### src/rtl/bie_pkg.sv
package bie_pkg;

  localparam int unsigned ValueWidth = 64;
  localparam int unsigned EncWidth   = 13;
  localparam int unsigned LogWidth   = 3;
  localparam int unsigned CountWidth = 7;
  localparam int unsigned FieldWidth = 6;

  localparam logic [LogWidth-1:0] LogSize64 = 3'd6;
  localparam logic [LogWidth-1:0] LogSize32 = 3'd5;
  localparam logic [LogWidth-1:0] LogSize16 = 3'd4;
  localparam logic [LogWidth-1:0] LogSize8  = 3'd3;
  localparam logic [LogWidth-1:0] LogSize4  = 3'd2;
  localparam logic [LogWidth-1:0] LogSize2  = 3'd1;

  typedef struct packed {
    logic [ValueWidth-1:0] imm_value;
    logic                  is_64bit;
  } bie_in_t;

  typedef struct packed {
    logic                encodable;
    logic [EncWidth-1:0] encoding;
  } bie_out_t;

  typedef struct packed {
    logic                  reject;
    logic [LogWidth-1:0]   lsize;
    logic [ValueWidth-1:0] elem;
    logic [ValueWidth-1:0] mask;
  } bie_s1_t;

  typedef struct packed {
    logic                  reject;
    logic [LogWidth-1:0]   lsize;
    logic                  run_a;
    logic                  run_b;
    logic [FieldWidth-1:0] tz;
    logic [FieldWidth-1:0] t1;
    logic [FieldWidth-1:0] lz;
    logic [CountWidth-1:0] lo;
  } bie_s2_t;

endpackage

### src/rtl/bitmask_immediate_encoder.sv
// Checks whether a 64-bit value is a logical-instruction bitmask immediate for a 32-bit or
// 64-bit register and returns its N:immr:imms encoding, or zero with encodable low when it is
// not one. The block is a three-stage pipeline: the first stage finds the element size by
// comparing halves and screens out the rejected values, the second counts trailing zeros,
// trailing ones, leading zeros and leading ones of the element and checks for a single run,
// and the third forms the fields into the output register. It takes one item per cycle while the
// output is not stalled, and a stall at the output holds each full stage whose next stage is also
// full, while empty stages still take items.
module bitmask_immediate_encoder (
  input  logic               clk_i,
  input  logic               rst_ni,
  input  logic               in_valid_i,
  output logic               in_ready_o,
  input  bie_pkg::bie_in_t   in_i,
  output logic               out_valid_o,
  input  logic               out_ready_i,
  output bie_pkg::bie_out_t  out_o
);
  import bie_pkg::*;

  function automatic logic low_run(input logic [ValueWidth-1:0] x);
    low_run = (x != '0) && (((x + 64'd1) & x) == '0);
  endfunction

  function automatic logic one_run(input logic [ValueWidth-1:0] x);
    one_run = (x != '0) && low_run((x - 64'd1) | x);
  endfunction

  function automatic logic [FieldWidth-1:0] trail_zeros(input logic [ValueWidth-1:0] x);
    logic [FieldWidth-1:0] n;
    n = '0;
    for (int i = ValueWidth - 1; i >= 0; i--) begin
      if (x[i]) begin
        n = FieldWidth'(i);
      end
    end
    trail_zeros = n;
  endfunction

  function automatic logic [CountWidth-1:0] lead_ones(input logic [ValueWidth-1:0] x);
    logic [CountWidth-1:0] n;
    n = CountWidth'(ValueWidth);
    for (int i = 0; i < ValueWidth; i++) begin
      if (!x[i]) begin
        n = CountWidth'(ValueWidth - 1 - i);
      end
    end
    lead_ones = n;
  endfunction

  logic     v1_q, v2_q, v3_q;
  logic     en1, en2, en3;
  bie_s1_t  s1_d, s1_q;
  bie_s2_t  s2_d, s2_q;
  bie_out_t s3_d, s3_q;

  assign en3        = !v3_q || out_ready_i;
  assign en2        = !v2_q || en3;
  assign en1        = !v1_q || en2;
  assign in_ready_o = en1;

  logic [ValueWidth-1:0] val;
  logic                  wide;
  logic                  eq1, eq2, eq3, eq4, eq5;
  logic [LogWidth-1:0]   lsize;
  logic [ValueWidth-1:0] mask;

  always_comb begin
    val  = in_i.imm_value;
    wide = in_i.is_64bit;
    eq5  = val[31:0] == val[63:32];
    eq4  = val[15:0] == val[31:16];
    eq3  = val[7:0]  == val[15:8];
    eq2  = val[3:0]  == val[7:4];
    eq1  = val[1:0]  == val[3:2];
    priority if (wide && !eq5) begin
      lsize = LogSize64;
    end else if (!eq4) begin
      lsize = LogSize32;
    end else if (!eq3) begin
      lsize = LogSize16;
    end else if (!eq2) begin
      lsize = LogSize8;
    end else if (!eq1) begin
      lsize = LogSize4;
    end else begin
      lsize = LogSize2;
    end
    mask = ~(64'hffff_ffff_ffff_fffe << ((7'd1 << lsize) - 7'd1));
    s1_d.reject = (val == '0) || (val == '1) ||
                  (!wide && ((val[63:32] != '0) || (val[31:0] == '0) ||
                             (val[31:0] == '1)));
    s1_d.lsize  = lsize;
    s1_d.elem   = val & mask;
    s1_d.mask   = mask;
  end

  always_comb begin
    s2_d.reject = s1_q.reject;
    s2_d.lsize  = s1_q.lsize;
    s2_d.run_a  = one_run(s1_q.elem);
    s2_d.run_b  = one_run(~s1_q.elem & s1_q.mask);
    s2_d.tz     = trail_zeros(s1_q.elem);
    s2_d.t1     = trail_zeros(~s1_q.elem);
    s2_d.lz     = FieldWidth'(lead_ones(~s1_q.elem));
    s2_d.lo     = lead_ones(s1_q.elem | ~s1_q.mask);
  end

  logic [FieldWidth-1:0] size_m1;
  logic [FieldWidth-1:0] immr;
  logic [FieldWidth-1:0] imms;
  logic [FieldWidth-1:0] run_m1;
  logic                  n_bit;
  logic                  ok;

  always_comb begin
    size_m1 = FieldWidth'((7'd1 << s2_q.lsize) - 7'd1);
    if (s2_q.run_a) begin
      immr   = (6'd0 - s2_q.tz) & size_m1;
      run_m1 = ~s2_q.lz - s2_q.tz;
    end else begin
      immr   = s2_q.lo[FieldWidth-1:0] & size_m1;
      run_m1 = s2_q.lo[FieldWidth-1:0] + s2_q.t1 + size_m1;
    end
    imms  = {~size_m1[4:0], 1'b0} | run_m1;
    n_bit = s2_q.lsize == LogSize64;
    ok    = !s2_q.reject && (s2_q.run_a || s2_q.run_b);
    s3_d.encodable = ok;
    s3_d.encoding  = ok ? {n_bit, immr, imms} : '0;
  end

  always_ff @(posedge clk_i or negedge rst_ni) begin
    if (!rst_ni) begin
      v1_q <= 1'b0;
      v2_q <= 1'b0;
      v3_q <= 1'b0;
    end else begin
      if (en1) begin
        v1_q <= in_valid_i;
      end
      if (en2) begin
        v2_q <= v1_q;
      end
      if (en3) begin
        v3_q <= v2_q;
      end
    end
  end

  always_ff @(posedge clk_i) begin
    if (en1 && in_valid_i) begin
      s1_q <= s1_d;
    end
    if (en2 && v1_q) begin
      s2_q <= s2_d;
    end
    if (en3 && v2_q) begin
      s3_q <= s3_d;
    end
  end

  assign out_valid_o = v3_q;
  assign out_o       = s3_q;

  assert property (@(posedge clk_i) disable iff (!rst_ni)
    !in_ready_o |-> (out_valid_o && !out_ready_i))
    else $error("Input stalled while the output is free.");

  assert property (@(posedge clk_i) disable iff (!rst_ni)
    (out_valid_o && !out_o.encodable) |-> (out_o.encoding == '0))
    else $error("Rejected item carries a nonzero encoding.");

  assert property (@(posedge clk_i) disable iff (!rst_ni)
    (v1_q && !s1_q.reject) |-> (s1_q.elem != '0 && s1_q.elem != s1_q.mask))
    else $error("Accepted element is all zeros or all ones.");

  assert property (@(posedge clk_i) disable iff (!rst_ni)
    (v2_q && !en2) |=> (v2_q && $stable(s2_q)))
    else $error("Stalled middle stage lost or changed its item.");

endmodule

### config.mk
export PLATFORM = sky130hd
export DESIGN_NAME = bitmask_immediate_encoder
export DESIGN_NICKNAME = d
export VERILOG_FILES = /design/src/rtl/bie_pkg.sv /design/src/rtl/bitmask_immediate_encoder.sv
export SDC_FILE = /design/constraint.sdc
export NUM_CORES = 1
export LEC_CHECK = 0
export BUFFER_PORTS_ARGS = -buffer_cell sky130_fd_sc_hd__buf_2
export CORE_MARGIN = 1
export CORE_UTILIZATION = 40
export CTS_BUF_LIST = sky130_fd_sc_hd__clkbuf_8
export CTS_CLUSTER_SIZE = 25
export DETAILED_ROUTE_END_ITERATION = 7
export PLACE_DENSITY_LB_ADDON = 0.08
export SETUP_SLACK_MARGIN = 0.3
export SLEW_MARGIN = 15
export SYNTH_ARGS = -nofsm -noshare
export SYNTH_HDL_FRONTEND = slang
export SYNTH_SLANG_ARGS = --single-unit
### constraint.sdc
create_clock -name clk_i -period 6.2 [get_ports clk_i]
set_clock_uncertainty 0.2 [all_clocks]
set_input_delay 0.62 -clock clk_i [delete_from_list [all_inputs] [get_ports clk_i]]
set_output_delay 0.62 -clock clk_i [all_outputs]
set_load 0.01 [all_outputs]
== Word-level counts from Yosys, hierarchy flattened ==
Index checks and enable logic that the tools add are counted.
Word-level totals
  memory bits (writable): 0
  word-level logic and storage cells: 385
  ROM bits: 0
  output and inout port bits: 16
  bits in registers: 179
  memories kept: 0
  bits of input ports: 69
  latch bits: 0
Operators by class
  equal/unequal tests: 8
  bitwise operators: 15
  $mul: 0
  mux-type cells: 259
  shift operators: 3
  $lt $le $gt $ge: 0
  div/mod/pow operators: 0
  $add $sub $neg: 10
  reductions and logical operators: 53
Operators by type and width (count)
  $mux W6: 130
  $mux W5: 64
  $and A64 B64 Y64: 4
  $reduce_bool A64 Y1: 4
  $logic_not A64 Y1: 3
  $not A64 Y64: 3
  $or A64 B64 Y64: 3
  $add A64 B1 Y64 const B: 2
  $mux W4: 32
  $sub A64 B1 Y64 const B: 2
  $eq A64 B64 Y1 const B: 1
  $reduce_and A32 Y1: 2
  $reduce_or A32 Y1: 2
  $shl A64 B7 Y64 const A: 1
  $mux W3: 19
  $eq A32 B32 Y1: 1
  $eq A32 B32 Y1 const B: 1
  $logic_not A32 Y1: 1
  $reduce_and A16 Y1: 2
  $reduce_bool A32 Y1: 1
  $reduce_or A16 Y1: 2
  $mux W2: 10
  $eq A16 B16 Y1: 1
  $reduce_and A8 Y1: 2
  other kinds (24): 55

== Logic depth before layout (Yosys ltp) ==
Gate-level depths: netlist of the first run.
  depth after elaboration: 65
  mapped depth: 16
  gate-level depth less buffers: 15

== Least setup slack after synthesis of the first run ==
OpenSTA, ideal clock, no wires.
  path kind: in2reg
  start: in out_ready_i
  end: reg s1_q[100] (netlist name), enable pin
  buffers on the path: 0
  arrival: 3.869 ns
  slack: 1.625 ns
  stages: 3
  cell sequence: nor2b_1 nand3_1 and2_1
Between the ends
  word-level cells in the longest chain between the ends: 4
RTL lines
  from (decl): line bitmask_immediate_encoder.sv:16  | input logic out_ready_i,
  $logic_or A1 B1 Y1: line bitmask_immediate_encoder.sv:57  | assign en3 = !v3_q || out_ready_i;
  $logic_or A1 B1 Y1: line bitmask_immediate_encoder.sv:58  | assign en2 = !v2_q || en3;
  $logic_or A1 B1 Y1: line bitmask_immediate_encoder.sv:59  | assign en1 = !v1_q || en2;
  net in_ready_o: line bitmask_immediate_encoder.sv:13  | output logic in_ready_o,
  $logic_and A1 B1 Y1: line bitmask_immediate_encoder.sv:151  | if (en1 && in_valid_i) begin
  to (signal assigned): line bitmask_immediate_encoder.sv:152  | s1_q <= s1_d;
  to (decl): line bitmask_immediate_encoder.sv:53  | bie_s1_t s1_d, s1_q;
The timed path passes the listed nets, and every way through them passes these cells.
A chain may end at the register's enable or synchronous reset.

==> summary.log, run 1 <==
qor: outcome.status completed
qor: route.viasPerCell 6.138
qor: synth.syn_avg_cell_area 8.399 um2
qor: route.total_wire_length_after_detailed_routing 51770 um
qor: synth.sequential_area_share_after_synthesis 0.3782
qor: pwr.vdd.ir_drop.worst 0.0001495 V
qor: sta.final_hold_viol_count 0
qor: placement.globalplace.congestion 0.9622
qor: placement.portBuffers 84
qor: clock_network.cts.htree.levels 4
qor: global_routing.first_global_vias 12750
qor: floorplanning.ios 85
qor: pwr.power.density_cell_area 206.2 nW/um2
qor: final_layout.fin_cells 2168
qor: placement.placed_cells 2135
qor: route.drt_first_iter_violations 1317
qor: synth.ys.flop_type sky130_fd_sc_hd__edfxtp_1
qor: critical_path.rr_endpoint s2_q[26]
qor: hold_path.holdPathEnd v1_q
qor: clock_network.cts_num_sinks 178
qor: floorplanning.dieArea 35990 um2
qor: pwr.static_leakage_power 5.244 nW
qor: clock_network.postcts_resize_cnt 0
qor: final_layout.drive_gt1_frac 0.09866
qor: sta.rsz0062_at_grt no
qor: clock_network.tritoncts done
qor: sta.fin_crit_sh 0.7770
qor: global_routing.grt_antenna_before_repair 0
qor: critical_path.worst_r2r_startpoint s1_q[68]
qor: critical_path.critPathTopFamily simple AND/OR/NAND/NOR gates
qor: critical_path.timing.critical_path.slowest_cell_delay 0.63 ns
qor: final_layout.area_growth_syn_to_layout 8.230%
qor: floorplanning.initial_core_util 0.4070
qor: floorplanning.die-width 189.7 um
qor: hold_path.min_from in_valid_i
qor: final_layout.antenna_cells 0
qor: route.drt.antenna.violating_nets 0
qor: critical_path.worstPathMaxFanout 15
qor: sta.max_clock_freq 207.6 MHz
qor: global_routing.first_pass_grt_wire_length 77740 um
qor: synth.synthArstFlopShare 0.01685
qor: floorplanning.floorplan.core_area 34630 um2
qor: synth.netlist.top_cell.by_area sky130_fd_sc_hd__edfxtp_1
qor: route.drt_drc_violations_left 0
qor: critical_path.worstSetupStartpointType input port
qor: final_layout.num-nets-final 1791
qor: floorplanning.dieHeight 189.7 um
qor: final_layout.fin_util 0.4405
qor: synth.postSynthNetCount 1769
qor: route.drt_first_pass_iters 6
qor: sta.fin_setup_tns 0 ns
qor: synth.synthTopCellsByCount 175 x sky130_fd_sc_hd__edfxtp_1, 153 x sky130_fd_sc_hd__nand2_1, 135 x sky130_fd_sc_hd__nor2_1, 120 x sky130_fd_sc_hd__a21oi_1, 96 x sky130_fd_sc_hd__inv_1
qor: sta.max_slew.worst_pin.slew 1.092 ns
qor: critical_path.worstPathRequired 6.28 ns
qor: synth.syn-cell-area 14090 um2
qor: floorplanning.row_count 68
qor: critical_path.timing_worst_setup_path_type in -> reg
qor: hold_path.hp-class in -> reg
qor: synth.synth_edf_count 175
qor: global_routing.grt_start_max_net_pins 54
qor: synth.synth.top_cell.area_share 0.3729
qor: critical_path.worstSetupEndpointType register
qor: placement.dp_worst_setup_slack 0.8889 ns
qor: critical_path.worst_ep_arrival_time 4.90 ns
qor: critical_path.timing.reg2reg.worst_path_depth 10
qor: critical_path.timing.critical_path.buf_inv 1
qor: clock_network.clk_pin_slew_worst_paths 0.09 ns
qor: synth.ys.warnings.count 0
qor: hold_path.hold_depth 2
qor: clock_network.cts.repair_timing.setup_buffer_count 0
qor: clock_network.clock-root-buffer sky130_fd_sc_hd__clkbuf_8
qor: run.max_cap_violations 0
qor: sta.timing.slew.headroom 0.2655
qor: sta.setup-violations-final 0
qor: global_routing.overflow 0
qor: sta.postLayoutSetupSlackWorst 1.382 ns
qor: sta.report.final.slew_viol_count 0
qor: sta.timing.final.crit_period 4.818 ns
qor: synth.yosys_register_bits 178
qor: synth.post-synth-top-count-cell sky130_fd_sc_hd__edfxtp_1
qor: synth.synth.area.top_cells sky130_fd_sc_hd__edfxtp_1 37%, sky130_fd_sc_hd__xnor2_1 4.4%, sky130_fd_sc_hd__a21oi_1 4.3%, sky130_fd_sc_hd__nand2_1 4.1%, sky130_fd_sc_hd__nor2_1 3.6%
qor: critical_path.crit_path_top_delay_cell sky130_fd_sc_hd__nor2b_1
qor: synth.post_synth_inst_count 1678
qor: global_routing.grt_use_total 0.2906
qor: clock_network.insertion_delay 0.53 ns
qor: route.route.vias.total 13310
qor: critical_path.regToRegSetupSlack 1.46 ns
qor: route.wl_per_cell 23.88 um
qor: placement.dpl.hpwl 41810 um
qor: clock_network.max-clock-path-buffers 2
qor: clock_network.num_cts_buffers 17
qor: critical_path.cells_traversed_along_the_worst_timing_path buf_2 -> xnor2_1 -> nand4_1 -> nor4_1 -> a21boi_0 -> nor2b_1 -> nand2_1 -> ha_1 -> mux2i_1 -> and2_1 -> nand2_1 -> or2_2 -> and2_1
qor: synth.yosysUniqueCellTypes 80
-- per-layer routing --
metal | track usage | part of all wire | up-vias
li1 | - | - | 6250
met1 | 0.3810 | 0.44 | 6519
met2 | 0.4870 | 0.48 | 471
met3 | 0.03320 | 0.051 | 67
met4 | 0.1179 | 0.035 | 0
met5 | 0 | 0 | -
-- kinds of logic (layout without fill, tap and decap cells) --
group / Yosys count / after routing / share of synthesized area
AND/OR/NAND/NOR: 776 / 776 / 0.2938
AO/OA/AOI/OAI: 406 / 406 / 0.1900
buffers and inverters: 199 / 234 / 0.05371
flip-flops: 178 / 178 / 0.3782
XOR/XNOR: 78 / 78 / 0.04847
adder cells (fa/ha/maj): 22 / 22 / 0.02326
multiplexers: 17 / 17 / 0.01207
other: 2 / 2 / 0.0005329
-- through the flow --
step / hold slack, ns / cell area (um2) / total power, mW
after floorplan: 0.1244 / 14090 / 2.087
after CTS: 0.08310 / 15250 / 3.153
after global routing: 0.1277 / 15250 / 3.291
after detailed placement: 0.2200 / 14860 / 2.374
final: 0.1120 / 15250 / 3.145
after global placement: 0.2191 / 14860 / 2.373
-- placed cells by master (no fill, tap or decap), types with 57 or more instances in the layout --
cell,instances
sky130_fd_sc_hd__xnor2_1,70
sky130_fd_sc_hd__o21ai_0,84
sky130_fd_sc_hd__edfxtp_1,175
sky130_fd_sc_hd__a21oi_1,120
sky130_fd_sc_hd__and2_1,74
sky130_fd_sc_hd__nor2_1,135
sky130_fd_sc_hd__nand4_1,70
sky130_fd_sc_hd__buf_2,84
sky130_fd_sc_hd__nor3_1,60
sky130_fd_sc_hd__inv_1,96
sky130_fd_sc_hd__nand2_1,153
sky130_fd_sc_hd__nand2b_1,57
sky130_fd_sc_hd__nor4_1,59
-- where the power goes --
group | internal, mW | switching (mW) | total (mW)
clock network | 0.296 | 0.490 | 0.786
registers | 1.44 | 0.128 | 1.56
logic | 0.286 | 0.508 | 0.794
total | 2.02 | 1.13 | 3.15
-- registers in the layout, indices dropped and copies added (netlist names) --
| signal | cells |
|---|---|
| s1_q | 131 |
| s2_q | 30 |
| out_o | 14 |
| out_valid_o | 1 |
| v1_q | 1 |
| v2_q | 1 |
-- final cells by class --
class | instances | area [um2]
Fill cell | 3523 | 19370
Timing Repair Buffer | 106 | 588.1
Multi-Input combinational cell | 1301 | 8024
Tap cell | 455 | 569.3
Sequential cell | 178 | 5330
Inverter | 96 | 360.3
Clock inverter | 15 | 147.6
Clock buffer | 17 | 234.0
-- worst register-to-register path: stages, from the launching register on --
cell and delay, ns:
sky130_fd_sc_hd__edfxtp_1 0.61, sky130_fd_sc_hd__nor4_1 0.62, sky130_fd_sc_hd__nand4_1 0.48, sky130_fd_sc_hd__nor4b_1 0.60, sky130_fd_sc_hd__o22ai_1 0.26, sky130_fd_sc_hd__nand4b_2 0.34, sky130_fd_sc_hd__a2111oi_4 0.52, sky130_fd_sc_hd__a311o_1 0.24
sky130_fd_sc_hd__a21oi_1 0.06, sky130_fd_sc_hd__or4_1 0.53, sky130_fd_sc_hd__nor3_2 0.14
-- how the worst max path moves through the flow --
stage	start	depth (start not counted)	slack, ns	end
global placement	in_i[1]	13	1.07	s1_q[73]
CTS	in_i[1]	13	1.47	s1_q[73]
detailed placement	in_i[1]	13	0.89	s1_q[73]
finish	in_i[1]	13	1.38	s1_q[73]
global route	in_i[1]	13	0.86	s1_q[73]
floorplan	out_ready_i	3	1.62	s1_q[100]
-- timing repair --
action                                  4_1_cts  5_1_grt
endpoints found under the hold margin         3        0
hold buffers                                  1        0
endpoints found under the setup margin        0        0
Note: power is estimated with default switching activity, not from simulation.
==> run 2, diff against run 1 <==
- clock period: 6.2 -> 4.79 ns (I/O delays scaled with it)
==> run 2 against run 1 <==
  * Design area is 3.6% higher
  * Register-to-register slack worse by 0.91 ns
  * Largest cell class unchanged
  * Global-route usage is 0.94 points higher
  * Critical path depth stayed put
  * Combinational power is 44% higher
  * Final cell count is 2.8% higher
  * Sequential share of layout area is 1.2 points lower
  * Clock power is 41% higher
  * Sequential cell count stayed put
  * Setup slack worse by 0.83 ns
==> summary.log, run 2 (same netlist as run 1, synthesis figures left out) <==
qor: sta.fin_crit_sh 0.8848
qor: placement.dpl.hpwl 44070 um
qor: critical_path.timing.critical_path.slowest_cell_delay 0.68 ns
qor: hold_path.hp-class in -> reg
qor: floorplanning.die-width 189.7 um
qor: final_layout.num-nets-final 1852
qor: global_routing.first_pass_grt_wire_length 79180 um
qor: placement.globalplace.congestion 1.007
qor: run.max_cap_violations 0
qor: clock_network.clock-root-buffer sky130_fd_sc_hd__clkbuf_8
qor: floorplanning.ios 85
qor: global_routing.grt_start_max_net_pins 84
qor: pwr.design_power_total 4.231 mW
qor: pwr.static_leakage_power 5.583 nW
qor: final_layout.most-common-layout-cells 175 x sky130_fd_sc_hd__edfxtp_1, 153 x sky130_fd_sc_hd__nand2_1, 135 x sky130_fd_sc_hd__nor2_1, 120 x sky130_fd_sc_hd__a21oi_1, 96 x sky130_fd_sc_hd__inv_1
qor: clock_network.tritoncts done
qor: floorplanning.dieHeight 189.7 um
qor: floorplanning.initial_core_util 0.4070
qor: clock_network.num_cts_buffers 17
qor: clock_network.cts_num_sinks 178
qor: critical_path.worstPathMaxFanout 12
qor: final_layout.area_growth_syn_to_layout 12.08%
qor: clock_network.clk_pin_slew_worst_paths 0.10 ns
qor: final_layout.max_flop_register s1_q
qor: route.wl_per_cell 24.07 um
qor: route.viasPerCell 6.167
qor: critical_path.worst_ep_arrival_time 4.37 ns
qor: final_layout.fillerInstances 3531
qor: sta.timing.slew.headroom 0.2608
qor: sta.timing.final.crit_period 4.238 ns
qor: critical_path.worstPathRequired 4.92 ns
qor: sta.postLayoutSetupSlackWorst 0.5519 ns
qor: critical_path.cells_traversed_along_the_worst_timing_path buf_4 -> or4_1 -> nor4_4 -> buf_4 -> nand4_2 -> buf_4 -> nor2_1 -> a41oi_1 -> a221o_1 -> nor4_1 -> nand4_1 -> or4_1 -> nor3_2
qor: pwr.power.density_cell_area 267.8 nW/um2
qor: sta.rsz0062_at_grt no
qor: route.route.vias.total 13740
qor: final_layout.number_of_flip_flops_under_the_largest_register_name 131
qor: sta.fin_setup_tns 0 ns
qor: placement.portBuffers 84
qor: placement.dp_worst_setup_slack 0.2731 ns
qor: sta.max_clock_freq 236.0 MHz
qor: route.drt_first_iter_violations 1405
qor: critical_path.crit_path_top_delay_cell sky130_fd_sc_hd__or4_1
qor: global_routing.overflow 0
qor: pwr.vdd.ir_drop.worst 0.0001760 V
qor: clock_network.insertion_delay 0.50 ns
qor: global_routing.grt_antenna_before_repair 2
qor: final_layout.fin_cells 2228
qor: floorplanning.dieArea 35990 um2
qor: route.total_wire_length_after_detailed_routing 53630 um
qor: floorplanning.row_count 68
qor: global_routing.grt_use_total 0.3000
qor: clock_network.cts.htree.levels 4
qor: critical_path.timing.critical_path.buf_inv 3
qor: sta.max_slew.worst_pin.slew 1.106 ns
qor: critical_path.worstSetupEndpointType register
qor: global_routing.first_global_vias 12770
qor: critical_path.worstSetupStartpointType register
qor: final_layout.layout.cells.most_common sky130_fd_sc_hd__edfxtp_1
qor: sta.final_hold_viol_count 0
qor: final_layout.drive_gt1_frac 0.1314
qor: final_layout.antenna_cells 0
qor: outcome.status completed
qor: route.drt_drc_violations_left 0
qor: clock_network.max-clock-path-buffers 2
qor: critical_path.timing_worst_setup_path_type reg -> reg
qor: route.drt.antenna.violating_nets 0
qor: placement.placed_cells 2187
qor: critical_path.critPathTopFamily simple AND/OR/NAND/NOR gates
qor: sta.setup-violations-final 0
qor: critical_path.timing.critical_path.mode_cell sky130_fd_sc_hd__buf_4
qor: sta.report.final.slew_viol_count 0
qor: floorplanning.floorplan.core_area 34630 um2
qor: route.drt_first_pass_iters 6
[run 2: changes by cell type in the layout (fill, tap and decap cells not counted), moves of 2 or more]
| cell | delta |
|---|---|
| sky130_fd_sc_hd__clkinv_4 | -3 |
| sky130_fd_sc_hd__inv_6 | +3 |
| sky130_fd_sc_hd__bufinv_16 | +3 |
| sky130_fd_sc_hd__inv_8 | -3 |
| sky130_fd_sc_hd__clkinv_8 | -2 |
| sky130_fd_sc_hd__clkinv_2 | +3 |
| sky130_fd_sc_hd__nor4_1 | -3 |
| sky130_fd_sc_hd__buf_4 | +59 |
| sky130_fd_sc_hd__nor4_4 | +2 |
[run 2: per-layer routing]
metal  global-route usage  part of all wire
met1               0.4149              0.45
met2               0.4721              0.45
met3              0.03413             0.061
met4               0.1321             0.040
met5                    0           0.00024
[run 2: worst paths after layout]
check	startpoint	to	slack [ns]	cells past startpoint
worst max-delay path	s1_q[68]	s2_q[26]	0.55	13
worst min-delay path	out_ready_i	out_valid_o	0.08	3
worst max register to register	s1_q[68]	s2_q[26]	0.55	13
worst min register to register	v1_q	v2_q	0.32	1
max in group asynchronous	rst_ni	v2_q	4.19	2
min in group asynchronous	rst_ni	out_valid_o	0.10	2
[run 2: tightest hold or removal path, cell delays in order]
cell                       delay [ns]
sky130_fd_sc_hd__buf_2           0.09
sky130_fd_sc_hd__nand2b_1        0.11
sky130_fd_sc_hd__nand2b_1        0.06
[run 2: layout make-up]
cell class / count / area, um2 / area share
inverter: 96 / 360.3 / 0.02281
multi-input combinational: 1301 / 8066 / 0.5107
clock buffer: 17 / 234.0 / 0.01481
clock inverter: 14 / 175.2 / 0.01109
timing repair buffer: 167 / 1061 / 0.06717
sequential: 178 / 5330 / 0.3374
tap: 455 / 569.3 / 0.03604
[run 2: where the power goes]
group	internal, mW	total [mW]	switching [mW]
Sequential	1.86	1.99	0.127
Combinational	0.410	1.14	0.729
Clock	0.522	1.11	0.585
[run 2: repair_timing]
item,CTS,global route
resized for setup,0,7
endpoints found under the hold margin,4,0
setup buffers,0,8
setup endpoints to repair,1,2
pin swaps,1,5
hold buffers,2,0
[run 2: stage by stage]
step                      hold WS [ns]    util  instance area [um2]
after floorplan               -0.01659       -                14090
after detailed placement       0.07897  0.4408                15260
final                          0.07575  0.4562                15800
after CTS                      0.03483  0.4532                15690
after global placement         0.07657  0.4408                15260
after global routing           0.05113  0.4562                15800
